<file path="src/rtl/tlpd_pkg.sv">
// Package for the two-level priority deque: word types, codes and defaults.
// No dependencies; used by tlpd_slot_ram and two_level_priority_deque.
`default_nettype none

package tlpd_pkg;

	localparam int DEPTH_DEFAULT = 16;
	localparam int KEY_W         = 8;

	// operation codes
	localparam logic [1:0] MODE_ENQ = 2'd0;
	localparam logic [1:0] MODE_DEQ = 2'd1;
	localparam logic [1:0] MODE_CLR = 2'd2;

	// enqueue priorities
	localparam logic [1:0] PRIO_NORMAL = 2'd0;
	localparam logic [1:0] PRIO_URGENT = 2'd1;

	// result status codes
	localparam logic [1:0] ST_OK      = 2'd0;
	localparam logic [1:0] ST_FULL    = 2'd1;
	localparam logic [1:0] ST_EMPTY   = 2'd2;
	localparam logic [1:0] ST_BADPRIO = 2'd3;

	typedef struct packed {
		logic [1:0]       mode;
		logic [KEY_W-1:0] in_key;
		logic [1:0]       in_priority;
	} req_word_t;

	typedef struct packed {
		logic [1:0]       status;
		logic [KEY_W-1:0] out_key;
		logic             out_priority;
		logic             now_empty;
		logic             now_full;
	} rsp_word_t;

	// one stored slot: priority bit above the key
	typedef struct packed {
		logic             prio;
		logic [KEY_W-1:0] key;
	} slot_t;

endpackage

`default_nettype wire

</file>
<file path="src/rtl/tlpd_slot_ram.sv">
// Slot memory of the deque: one write port, one read port, registered read data.
// Depends on tlpd_pkg for the slot word type.
`default_nettype none

module tlpd_slot_ram #(
	parameter int DEPTH = tlpd_pkg::DEPTH_DEFAULT
) (
	input  wire logic                       clk,
	input  wire logic                       wr_en,
	input  wire logic [$clog2(DEPTH)-1:0]   wr_addr,
	input  wire tlpd_pkg::slot_t            wr_data,
	input  wire logic                       rd_en,
	input  wire logic [$clog2(DEPTH)-1:0]   rd_addr,
	output tlpd_pkg::slot_t                 rd_data
);
	import tlpd_pkg::*;

	slot_t mem_q [DEPTH];
	slot_t rd_data_q;

	always_ff @(posedge clk) begin
		if (wr_en) begin
			mem_q[wr_addr] <= wr_data;
		end
	end

	always_ff @(posedge clk) begin
		if (rd_en) begin
			rd_data_q <= mem_q[rd_addr];
		end
	end

	assign rd_data = rd_data_q;

endmodule

`default_nettype wire

</file>
<file path="src/rtl/two_level_priority_deque.sv">
// Top level of the two-level priority deque: pointers, count and result register.
// Depends on tlpd_pkg and tlpd_slot_ram.
`default_nettype none

//  channel | direction | handshake            | word
//  --------+-----------+----------------------+---------------------------------
//  req     | in        | req_valid, req_ready | mode, in_key, in_priority
//  rsp     | out       | rsp_valid, rsp_ready | status, out_key, out_priority,
//          |           |                      | now_empty, now_full
//
//  Enqueue, clear and no-op words may follow back to back while the rsp side takes
//  each result. A dequeue that returns an item goes through the registered slot
//  memory read first, and req_ready stays low during that read.
//  Reset (arst_n low) empties the deque at once; no clearing pass is needed, since
//  only written slots are ever read.
//  A stalled rsp holds its word in the result register; a new req word is taken
//  in the same cycle that the waiting result is taken.

module two_level_priority_deque #(
	parameter int DEPTH = tlpd_pkg::DEPTH_DEFAULT
) (
	input  wire logic                 clk,
	input  wire logic                 arst_n,
	input  wire logic                 req_valid,
	output logic                      req_ready,
	input  wire tlpd_pkg::req_word_t  req,
	output logic                      rsp_valid,
	input  wire logic                 rsp_ready,
	output tlpd_pkg::rsp_word_t       rsp
);
	import tlpd_pkg::*;

	localparam int AW = $clog2(DEPTH);
	localparam int CW = $clog2(DEPTH + 1);

	// pointer and occupancy state
	logic [AW-1:0] head_q, tail_q;
	logic [CW-1:0] count_q;

	// next-state values and memory controls
	logic [AW-1:0] head_d, tail_d, head_inc, head_dec, tail_inc;
	logic [CW-1:0] count_d;
	logic          wr_req, rd_req, is_full, is_empty, acc, deq_go;
	logic [AW-1:0] wr_addr;
	slot_t         wr_data, rd_data;
	rsp_word_t     res;

	// dequeue in flight: read issued, data lands next cycle
	logic          rd_pend_s1;
	logic          pend_empty_s1, pend_full_s1;

	logic          rsp_valid_q;
	rsp_word_t     rsp_q;

	assign is_full  = (count_q == CW'(DEPTH));
	assign is_empty = (count_q == '0);

	// wrap the ring pointers at DEPTH, which need not be a power of two
	assign head_inc = (head_q == AW'(DEPTH - 1)) ? '0 : head_q + AW'(1);
	assign head_dec = (head_q == '0) ? AW'(DEPTH - 1) : head_q - AW'(1);
	assign tail_inc = (tail_q == AW'(DEPTH - 1)) ? '0 : tail_q + AW'(1);

	// take a new word only when no read is pending and the result slot frees up
	assign req_ready = !rd_pend_s1 && (!rsp_valid_q || rsp_ready);
	assign acc       = req_valid && req_ready;

	always_comb begin
		head_d       = head_q;
		tail_d       = tail_q;
		count_d      = count_q;
		wr_req       = 1'b0;
		rd_req       = 1'b0;
		wr_addr      = tail_q;
		wr_data.prio = 1'b0;
		wr_data.key  = req.in_key;
		res          = '0;
		res.status   = ST_OK;
		case (req.mode)
			MODE_ENQ: begin
				if (is_full) begin
					// full is checked before priority
					res.status = ST_FULL;
				end else if (req.in_priority == PRIO_NORMAL) begin
					wr_req  = 1'b1;
					tail_d  = tail_inc;
					count_d = count_q + CW'(1);
				end else if (req.in_priority == PRIO_URGENT) begin
					// push in front of the head
					wr_req       = 1'b1;
					wr_addr      = head_dec;
					wr_data.prio = 1'b1;
					head_d       = head_dec;
					count_d      = count_q + CW'(1);
				end else begin
					res.status = ST_BADPRIO;
				end
			end
			MODE_DEQ: begin
				if (is_empty) begin
					res.status = ST_EMPTY;
				end else begin
					rd_req  = 1'b1;
					head_d  = head_inc;
					count_d = count_q - CW'(1);
				end
			end
			MODE_CLR: begin
				head_d  = '0;
				tail_d  = '0;
				count_d = '0;
			end
			default: begin
				// no operation
			end
		endcase
		res.now_empty = (count_d == '0);
		res.now_full  = (count_d == CW'(DEPTH));
	end

	assign deq_go = acc && rd_req;

	tlpd_slot_ram #(
		.DEPTH (DEPTH)
	) u_slot_ram (
		.clk     (clk),
		.wr_en   (acc && wr_req),
		.wr_addr (wr_addr),
		.wr_data (wr_data),
		.rd_en   (deq_go),
		.rd_addr (head_q),
		.rd_data (rd_data)
	);

	// advance pointers and count on every accepted word
	always_ff @(posedge clk or negedge arst_n) begin
		if (!arst_n) begin
			head_q      <= '0;
			tail_q      <= '0;
			count_q     <= '0;
			rd_pend_s1  <= 1'b0;
			rsp_valid_q <= 1'b0;
		end else begin
			if (acc) begin
				head_q  <= head_d;
				tail_q  <= tail_d;
				count_q <= count_d;
			end
			rd_pend_s1 <= deq_go;
			if (rd_pend_s1 || (acc && !rd_req)) begin
				rsp_valid_q <= 1'b1;
			end else if (rsp_ready) begin
				rsp_valid_q <= 1'b0;
			end
		end
	end

	// hold flags for a dequeue until its slot data returns
	always_ff @(posedge clk) begin
		if (deq_go) begin
			pend_empty_s1 <= res.now_empty;
			pend_full_s1  <= res.now_full;
		end
	end

	// result register: load a dequeued slot, or a direct result on accept
	always_ff @(posedge clk) begin
		if (rd_pend_s1) begin
			rsp_q.status       <= ST_OK;
			rsp_q.out_key      <= rd_data.key;
			rsp_q.out_priority <= rd_data.prio;
			rsp_q.now_empty    <= pend_empty_s1;
			rsp_q.now_full     <= pend_full_s1;
		end else if (acc && !rd_req) begin
			rsp_q <= res;
		end
	end

	assign rsp_valid = rsp_valid_q;
	assign rsp       = rsp_q;

	// the count never exceeds the ring size
	a_count_bound: assert property (@(posedge clk) disable iff (!arst_n)
		count_q <= CW'(DEPTH))
		else $error("deque count above DEPTH");

	// a partly filled ring never has head and tail on the same slot
	a_ptr_gap: assert property (@(posedge clk) disable iff (!arst_n)
		(count_q != '0 && count_q != CW'(DEPTH)) |-> (head_q != tail_q))
		else $error("head and tail collide on a partly filled deque");

	// a pending read always turns into a result next cycle
	a_read_lands: assert property (@(posedge clk) disable iff (!arst_n)
		rd_pend_s1 |=> rsp_valid)
		else $error("dequeue read did not produce a result");

	// no new word enters while a read is in flight
	a_read_interlock: assert property (@(posedge clk) disable iff (!arst_n)
		rd_pend_s1 |-> !req_ready)
		else $error("word accepted during pending read");

	// the result register is free whenever read data lands
	a_no_overwrite: assert property (@(posedge clk) disable iff (!arst_n)
		deq_go |=> (!rsp_valid))
		else $error("result register busy when dequeue data arrives");

endmodule

`default_nettype wire

</file>
<file path="config.mk">
export PLATFORM = sky130hd
export DESIGN_NAME = two_level_priority_deque
export DESIGN_NICKNAME = d
export VERILOG_FILES = /design/src/rtl/tlpd_pkg.sv /design/src/rtl/tlpd_slot_ram.sv /design/src/rtl/two_level_priority_deque.sv
export SDC_FILE = /design/constraint.sdc
export NUM_CORES = 1
export LEC_CHECK = 0
export BUFFER_PORTS_ARGS = -buffer_cell sky130_fd_sc_hd__buf_2
export CAP_MARGIN = 20
export CELL_PAD_IN_SITES_DETAIL_PLACEMENT = 1
export CELL_PAD_IN_SITES_GLOBAL_PLACEMENT = 1
export CORE_ASPECT_RATIO = 1.2
export CORE_MARGIN = 4
export CORE_UTILIZATION = 59
export CTS_BUF_LIST = sky130_fd_sc_hd__clkbuf_4
export DETAILED_ROUTE_END_ITERATION = 6
export HOLD_SLACK_MARGIN = 0.05
export PLACE_DENSITY = 0.87
export SLEW_MARGIN = 20
export SYNTH_ARGS = -nofsm -noshare
export SYNTH_HDL_FRONTEND = slang
export SYNTH_SLANG_ARGS = --single-unit
</file>
<file path="constraint.sdc">
create_clock -name clk -period 7.77 [get_ports clk]
set_clock_uncertainty 0.05 [all_clocks]
set_input_delay 1.554 -clock clk [delete_from_list [all_inputs] [get_ports clk]]
set_output_delay 1.554 -clock clk [all_outputs]
set_load 0.01 [all_outputs]
</file>
==> metrics <==
row count=45; sequential power share=between 40% and 50%; sequential-to-total area share from yosys stat=70.5%; I/O pin count=31; Final Hold Vio Count=0; H-tree depth=4; Multi-input gate area=2100 sq um; Die H=133 um; Startpoint Class=input port; clk sinks=between 150 and 200; register area=5400 sq um; R2R setup slack=4.04 ns; Root Driver=clkbuf_4; Detail Route Antenna Nets=0; nets=between 400 and 500; initial antenna violation count=0; gr usage total=24.3%; # setup viols final=0; IO Port Bufs=30; R2R Path Start=head_q[0]$_DFFE_PN0P_; Cell variety after synth=57; Layout fillers=1114; starting density of the core=60.5%; ANT cells=0; critical path launch point=req[10]; max_cap viols=0; remaining global-route overflow=0; DRC Markers=0; Clock power frac=between 20% and 30%; crit-path max FO=20; Post-synth ARST share=8.20%; logic gate share of total power=30.2%; max-slew violation count=0; Gate Count Post-Synth=about 440; Final HPWL DP=11700 um; crit path to=u_slot_ram.mem_q[1][1]$_DFFE_PP_; Sw Share=32.4%; Worst VDD drop=0.000172 V; first-pass GRT wire length=approximately 27000 um; CTS Hold Bufs=0; Vias=4168; reg2reg end=u_slot_ram.mem_q[7][8]$_DFFE_PP_; vias in the first global route=4449; most frequent cells in the layout=edfxtp_1, mux4_2, buf_2; vias per cell=6.49; syn_area_per_cell=17.6 sq um; clock transition at the registers of the reported paths=0.15 ns; Synth Flop Type=edfxtp_1; TritonCTS clock tree=built; Leak Pwr=2.73 nW; Detailed Route Iter0 Violations=439; dpl ws=around 3.3 ns; Post CTS Setup Buffer Count=0; Hold Crit Class=reg -> reg; Cell Area, Synth=7660 sq um; commonest non-fill, non-tap cell in the layout=edfxtp_1; warning count from the yosys run=0; final weighted congestion in routability-driven placement=about 0.84; post-CTS sizing=0; Detailed Routing Iterations Pass 1=5; die width=between 100 and 150 um; internal power=1.66 mW; setup TNS=0 ns; worst hold slack=0.478 ns; Syn Nets=460; period utilization=48.8%; Max clock buf depth=2; Routed WL=16700 um; worst setup margin=3.97 ns; critical path type=in -> reg; core area=around 13000 sq um; maximum number of pins on one net before global-route repair=44; clk_lat worst skew=0.57 ns; share of layout cells above drive strength 1=between 20% and 30%; minimum clock period=3.80 ns; Post-synth EDFFs=between 150 and 200; status=completed; Area Overhead vs Synth=7.17%; WP data required=between 7 and 8 ns; die area=14900 sq um; pwr/cell area=299 nW/um^2; Seq cells post-synth=between 150 and 200; Rel. slew slack=33.9%; fmax=0.263 GHz; TritonCTS buffer count=17; drt wl/cell=26.0 um; Worst setup EP type=flip-flop; Worst-Margin Slew=~0.99 ns; Net Sw Power=0.795 mW; Worst Path Arrival=~3.9 ns; RSZ-0062 raised after global routing=false; Worst R2R Path Depth=8
-- synth_stat cells (all sizes together), types with 5 or more instances --
master	number	area (sq um)
a21oi	5	25.0
a31oi	5	31.3
and2	11	68.8
buf	13	67.6
clkbuf	8	30.0
dfrtp	15	375
edfxtp	166	4980
ha	9	113
inv	17	63.8
mux4	45	1010
nand2	19	73.8
nand2b	7	43.8
nand3	6	30.0
nand4	5	31.3
nor2	27	101
nor3	7	35.0
o21ai	12	60.1
-- layer usage --
layer	up-vias	wire length [um]	track usage (%)	part of all wire (%)
li1	1816	-	-	-
met1	2171	6550	31.3	39
met2	150	8830	41.5	53
met3	31	825	5.08	4.9
met4	0	483	8.22	2.9
met5	-	0	0	0
-- flip-flops by register name, indices dropped and copies added (netlist names) --
signal              flops
count_q                 5
head_q                  4
pend_empty_s1           1
pend_full_s1            1
rd_pend_s1              1
rsp                    13
rsp_valid               1
tail_q                  4
u_slot_ram.mem_q      144
u_slot_ram.rd_data      9
-- worst min path at each step --
stage / start / end / slack (ns) / depth (start not counted)
6_report: u_slot_ram.rd_data[2]$_DFFE_PP_ / rsp[5]$_SDFFCE_PN0P_ / 0.48 / 1
3_3_place_gp: u_slot_ram.rd_data[2]$_DFFE_PP_ / rsp[5]$_SDFFCE_PN0P_ / 0.46 / 1
2_1_floorplan: tail_q[3]$_DFFE_PN0P_ / tail_q[3]$_DFFE_PN0P_ / 0.42 / 1
4_1_cts: u_slot_ram.rd_data[2]$_DFFE_PP_ / rsp[5]$_SDFFCE_PN0P_ / 0.48 / 1
3_5_place_dp: u_slot_ram.rd_data[2]$_DFFE_PP_ / rsp[5]$_SDFFCE_PN0P_ / 0.46 / 1
5_1_grt: u_slot_ram.rd_data[2]$_DFFE_PP_ / rsp[5]$_SDFFCE_PN0P_ / 0.48 / 1
-- metrics by stage --
step	power (mW)	utilization, %	cells	cell area, sq um
global placement	1.94	62.7	610	7940
CTS	2.47	64.8	642	8210
floorplan	1.75	-	435	7660
finish	2.46	64.8	642	8210
detailed placement	1.97	62.7	610	7940
global route	2.58	64.8	642	8210
-- logic make-up (layout without fill, tap and decap cells) --
| kind of cell | after synthesis | in the layout | synth area share [%] |
|---|---|---|---|
| flops | 183 | 183 | 70.5 |
| fa+ha+maj | 9 | 9 | 1.47 |
| simple gates | 102 | 102 | 7.20 |
| compound gates | 55 | 55 | 5.14 |
| mux | 48 | 48 | 13.6 |
| buf+inv | 38 | 81 | 2.11 |
-- power by group through the flow --
| stage | clock [mW] | sequential [mW] | combinational (mW) |
|---|---|---|---|
| floorplan | 0 | 1.21 | 0.548 |
| finish | 0.508 | 1.21 | 0.741 |
| global route | 0.563 | 1.22 | 0.798 |
| CTS | 0.518 | 1.21 | 0.746 |
| detailed placement | 0 | 1.23 | 0.744 |
| global placement | 0 | 1.22 | 0.716 |
-- layout make-up --
| type | instances | area share (%) |
|---|---|---|
| timing repair buffer | 32 | 2.01 |
| sequential | 183 | 65.8 |
| tap | 164 | 2.50 |
| clock inverter | 14 | 1.71 |
| clock buffer | 18 | 1.65 |
| multi-input combinational | 214 | 25.6 |
| inverter | 17 | 0.777 |
-- worst max-delay path, stage by stage --
cell	delay [ns]
buf_2	0.11
inv_1	0.07
ha_1	0.33
nor2b_1	0.26
nand3_1	0.27
inv_2	0.34
a31oi_1	0.25
nor2_1	0.74
Note: power is estimated with default switching activity, not from simulation.
